## config.mk

```make
export PLATFORM = sky130hd
export DESIGN_NAME = rcma_div
export DESIGN_NICKNAME = d
export VERILOG_FILES = /design/src/design/rcma_pkg.sv /design/src/design/rcma_div.sv
export SDC_FILE = /design/constraint.sdc
export NUM_CORES = 1
export LEC_CHECK = 0
export BUFFER_PORTS_ARGS = -buffer_cell sky130_fd_sc_hd__buf_2
export CAP_MARGIN = 20
export CORE_MARGIN = 1.5
export CORE_UTILIZATION = 45
export DETAILED_ROUTE_END_ITERATION = 10
export HOLD_SLACK_MARGIN = 0.06
export PLACE_DENSITY = 0.7
export SLEW_MARGIN = 10
export SYNTH_ARGS = -nofsm -noshare
export SYNTH_HDL_FRONTEND = slang
export SYNTH_SLANG_ARGS = --single-unit
```

## constraint.sdc

```tcl
create_clock -name clk_i -period 3.1 [get_ports clk_i]
set_input_delay 0.155 -clock clk_i [delete_from_list [all_inputs] [get_ports clk_i]]
set_output_delay 0.155 -clock clk_i [all_outputs]
set_load 0.02 [all_outputs]
```

## src/design/rcma_pkg.sv

```systemverilog
`timescale 1ns / 1ps

package rcma_pkg;

  localparam int unsigned PIN_W     = 20;
  localparam int unsigned CNT_W     = 7;
  localparam int unsigned BIN_W     = 16;
  localparam int unsigned SPAN_W    = 8;
  localparam int unsigned WEIGHT_W  = 16;
  localparam int unsigned IDX_W     = 12;
  localparam int unsigned DEMAND_W  = 32;
  localparam int unsigned CFG_W     = 20;
  localparam int unsigned CFG_IDX_W = 3;
  // overlap of one bin in 1/32 units never exceeds a bin width times 32
  localparam int unsigned OVL_W     = BIN_W + 5;
  localparam int unsigned PROD_W    = WEIGHT_W + 2 * OVL_W;
  localparam logic [1:0]  PIN_MIN   = 2'd2;

  typedef enum logic [1:0] {
    ACT_ADD   = 2'd0,
    ACT_CLEAR = 2'd1,
    ACT_READ  = 2'd2
  } action_e;

  typedef enum logic [CFG_IDX_W-1:0] {
    REG_GRID_COLUMNS = 3'd0,
    REG_GRID_ROWS    = 3'd1,
    REG_CORE_LEFT    = 3'd2,
    REG_CORE_BOTTOM  = 3'd3,
    REG_BIN_WIDTH    = 3'd4,
    REG_BIN_HEIGHT   = 3'd5,
    REG_MIN_SPAN     = 3'd6
  } cfg_reg_e;

  typedef struct packed {
    logic [1:0]          action;
    logic [PIN_W-1:0]    pin_x;
    logic [PIN_W-1:0]    pin_y;
    logic                last_pin;
    logic [WEIGHT_W-1:0] net_weight;
    logic [IDX_W-1:0]    read_bin;
  } in_t;

  typedef struct packed {
    logic [DEMAND_W-1:0] horizontal_demand;
    logic [DEMAND_W-1:0] vertical_demand;
    logic                net_counted;
    logic                saturated;
  } out_t;

  typedef struct packed {
    logic busy;
    logic done;
  } div_stat_t;

endpackage

```

## src/design/rcma_div.sv

```systemverilog
`timescale 1ns / 1ps

module rcma_div import rcma_pkg::*; #(
  parameter int unsigned NUM_W = 58,
  parameter int unsigned DEN_W = 41
) (
  input  logic             clk_i,
  input  logic             rst_ni,
  input  logic             start_i,
  input  logic [NUM_W-1:0] num_i,
  input  logic [DEN_W-1:0] den_i,
  output div_stat_t        stat_o,
  output logic [NUM_W-1:0] quot_o
);

  localparam int unsigned CW = $clog2(NUM_W + 1);

  logic [NUM_W-1:0] quo_q;
  logic [DEN_W-1:0] rem_q, den_q;
  logic [CW-1:0]    cnt_q;
  logic             busy_q, busy_d, done_q, done_d;
  logic [DEN_W:0]   trial, diff;

  // one quotient bit per cycle, restoring
  assign trial = {rem_q, quo_q[NUM_W-1]};
  assign diff  = trial - {1'b0, den_q};

  always_comb begin
    busy_d = busy_q;
    done_d = 1'b0;
    if (start_i) begin
      busy_d = 1'b1;
    end else if (busy_q && cnt_q == CW'(1)) begin
      busy_d = 1'b0;
      done_d = 1'b1;
    end
  end

  always_ff @(posedge clk_i or negedge rst_ni) begin
    if (!rst_ni) begin
      busy_q <= 1'b0;
      done_q <= 1'b0;
    end else begin
      busy_q <= busy_d;
      done_q <= done_d;
    end
  end

  always_ff @(posedge clk_i) begin
    if (start_i) begin
      quo_q <= num_i;
      rem_q <= '0;
      den_q <= den_i;
      cnt_q <= CW'(NUM_W);
    end else if (busy_q) begin
      if (!diff[DEN_W]) begin
        rem_q <= diff[DEN_W-1:0];
        quo_q <= {quo_q[NUM_W-2:0], 1'b1};
      end else begin
        rem_q <= trial[DEN_W-1:0];
        quo_q <= {quo_q[NUM_W-2:0], 1'b0};
      end
      cnt_q <= cnt_q - 1'b1;
    end
  end

  assign stat_o.busy = busy_q;
  assign stat_o.done = done_q;
  assign quot_o      = quo_q;

endmodule

```

==> impl_metrics.csv <==
group,metric,value,unit
sta,min_period,3.27,ns
pwr,ir_drop,0.573,mV
worst_setup_path,start_kind,"flop",
drt,wl_per_cell,15.9,um
drt,drtAntennaViolNets,0,
synth,synth_edf_count,99,
sta,finalSetupViolations,42,
worst_setup_path,path_max_fanout,5,
worst_setup_path,crit_type,"reg2reg",
grt,grt_max_degree,78,
status,status,"finished, violations left",
cells_and_area,layoutNonFillerInstCount,1323,
synth,synth-compound-area-share,0.143,
die,dieArea,19100,um2
drt,vias_per_cell,5.18,
placed_design,pre_cts_slack,-0.181,ns
grt,antenna_found_initial,0,
sta,grt_setup_unrepaired,"true",
synth,synthesis.nets,900,
job,timing.max_cap.violations,0,
synth,syn_area,8220,um2
drt,first_iter_violations,342,
die,std_cell_rows,49,
synth,synthSimpleGateAreaFrac,0.0931,
synth,synth_fa_ha_area_frac,0.0679,
cts,clkTransAtPathRegs,0.06,ns
cts,cts_made_buffers,17,
sta,relSlewSlack,0.550,
die,start_util,0.458,
grt,grt_pass1_vias,7104,
die,core_area,18000,um2
drt,vias,6856,
cts,root_buffer,"clkbuf_16",
worst_hold_path,hold_class,"in2reg",
cts,cts_buffer_depth,2,
synth,yosysSeqAreaShare,0.482,
grt,grt_overflow_total,0,
pwr,power_leakage,0.00513,uW
cells_and_area,area_growth,42.9,%
die,dieWidth,138,um
placed_design,dp_hpwl,13300,um
grt,grt_use_total,0.221,
placed_design,port_buffers,161,
synth,synthCells,754,
cts,htree_num_levels,4,
drt,drc,0,
synth,synth_area_per_cell,10.9,um2
drt,drt-total-wl,21000,um
cells_and_area,drive_gt1_frac,0.349,
worst_hold_path,worstHoldPathCells,2,
synth,synthXorXnorAreaFrac,0.0467,
worst_setup_path,rr_worst_depth,15,
sta,drv_slew,0,
cts,clkLatencyLatePin,0.43,ns
placed_design,dp.cells,1176,
synth,synth_flop_cell,"edfxtp_1",
sta,fin_skew,0.0148,ns
synth,muxShareOfSynthArea,0.121,
grt,grt_pass1_wl,34300,um
sta,post-route-period-util,1.06,
synth,synth_warnings,0,
sta,setup_slack,-0.174,ns
synth,ys_async_sr_fraction,0.0135,
cts,cts_sinks,148,
die,die_h,138,um
sta,final-hold-violation-count,0,
synth,ys_ff_latch,148,
sta,tightestPinTransition,0.676,ns
placed_design,globalplace.congestion,0.866,
worst_setup_path,arrival,3.58,ns
drt,first_pass_iters,4,
cts,cts_tree,"built",
cells_and_area,num_antenna_cells,0,
synth,synth_top_family_by_area,"compound AO/OA/AOI/OAI gates",
worst_setup_path,cp.required,3.40,ns
synth,synth_cell_types,60,
cells_and_area,fin_nets,1227,
worst_setup_path,end_kind,"flop",
pwr,p_per_area,647,nW/um2
sta,fmax,0.305,GHz
status,violations,"negative setup slack",
die,io_pins,162,
## layout make-up
type	count	area (um2)
clock inverter	15	186
clock buffer	17	425
fill	1388	6210
multi-input combinational	512	4090
inverter	53	199
timing repair buffer	349	2610
tap	229	287
sequential	148	3970
## path summary, 6_finish.rpt
kind / start / endpoint / slack (ns)
hold reg to reg: cnt_q[5] / done_q / 0.45
hold / removal: num_i[19] / quot_o[19] / 0.10
setup / recovery: den_q[10] / rem_q[1] / -0.17
min in group asynchronous: rst_ni / done_q / 0.62
max in group asynchronous: rst_ni / busy_q / 2.34
setup reg to reg: den_q[10] / rem_q[1] / -0.17
## kinds of logic after synthesis
group           after synthesis
simple gates                158
xor+xnor                     43
compound gates              175
buf+inv                      94
fa+ha+maj                    44
mux                          92
flops                       148
## synth_stat cells, types with 2 or more instances
cell type / count / area, um2
nand3_1: 6 / 30.0
nand2_1: 36 / 135
ha_1: 43 / 538
buf_1: 7 / 26.3
xnor2_1: 29 / 254
a21o_1: 22 / 165
mux2i_1: 34 / 340
nor2_1: 57 / 214
or3_1: 2 / 12.5
o21ai_0: 28 / 140
a31oi_1: 6 / 37.5
inv_1: 53 / 199
buf_6: 2 / 22.5
o211ai_1: 2 / 15.0
o21ai_1: 2 / 10.0
edfxtp_1: 99 / 2970
nand2b_1: 12 / 75.1
buf_2: 3 / 15.0
nor3_1: 8 / 40.0
a221o_1: 3 / 30.0
buf_4: 4 / 30.0
a21oi_1: 43 / 215
nor4_1: 3 / 18.8
and3_1: 2 / 12.5
a41oi_1: 4 / 35.0
mux2_2: 58 / 653
o21a_1: 3 / 22.5
and2_1: 5 / 31.3
dfrtp_1: 2 / 50.1
nor3b_1: 9 / 67.6
clkbuf_1: 25 / 93.8
o31a_1: 2 / 17.5
a211oi_1: 36 / 270
nand4_1: 6 / 37.5
nor2b_1: 6 / 37.5
o21bai_1: 6 / 45.0
dfxtp_1: 47 / 941
xor2_1: 13 / 114
and4_1: 2 / 17.5
o311ai_0: 2 / 17.5
o31ai_1: 3 / 22.5
## stage by stage
| stage | total power (uW) | utilization | hold WS [ns] | cell area, um2 | setup TNS, ns |
|---|---|---|---|---|---|
| 2_1_floorplan | 4180 | - | -0.141 | 8220 | -0.0129 |
| 5_1_grt | 8030 | 0.654 | 0.0937 | 11800 | -9.78 |
| 3_5_place_dp | 5000 | 0.542 | -0.0576 | 9730 | -4.35 |
| 6_report | 7610 | 0.654 | 0.101 | 11800 | -4.17 |
| 4_1_cts | 7520 | 0.645 | 0.0665 | 11600 | -5.17 |
| 3_3_place_gp | 4970 | 0.542 | -0.0577 | 9730 | -1.19 |
## state kept, by name, summed over array words and instances (netlist names)
name    flops
rem_q      41
cnt_q       6
done_q      1
quot_o     58
busy_q      1
den_q      41
## routing by layer
layer,vias to the layer above,wire [um],global-route usage
met3,38,1240,0.0627
met5,-,0,0
li1,3422,-,-
met4,0,442,0.0781
met1,3191,9040,0.272
met2,205,10200,0.371
## layout by cell type (no fill, tap or decap), drive strengths merged, types with 3 or more instances in the layout
master	instances
a211oi	36
a21o	22
a21oi	43
a221o	3
a31oi	6
a41oi	5
and2	5
buf	248
clkbuf	18
clkinv	3
dfxtp	47
dlygate4sd3	100
edfxtp	99
ha	43
inv	62
mux2	58
mux2i	34
nand2	36
nand2b	12
nand3	6
nand4	6
nor2	57
nor2b	6
nor3	8
nor3b	9
nor4	3
o211ai	3
o21a	3
o21ai	30
o21bai	6
o31ai	3
xnor2	30
xor2	13
## report_power, final
part           switching, uW  internal (uW)
clock                    945           1230
combinational           1370           1510
sequential               178           2390
total                   2490           5120
## worst max-delay path: stages (launching register included)
cell and delay (ns):
edfxtp_1 0.34, inv_2 0.05, ha_4 0.28, a21oi_4 0.06, o211ai_1 0.27, nand4_1 0.21
a22oi_2 0.19, nand2_2 0.09, o31a_1 0.28, o211ai_2 0.25, a41oi_2 0.21, xnor2_4 0.20
buf_12 0.15, buf_16 0.13, nor4bb_1 0.14, or3_1 0.33
## repair_timing
action	in CTS	in global routing
gates cloned	2	1
resized for setup	29	20
hold buffers	99	1
endpoints found under the setup margin	41	42
endpoints found under the hold margin	99	1
buffers inserted	6	6
pin swaps	26	30
Power figures use the tool's default switching activity.
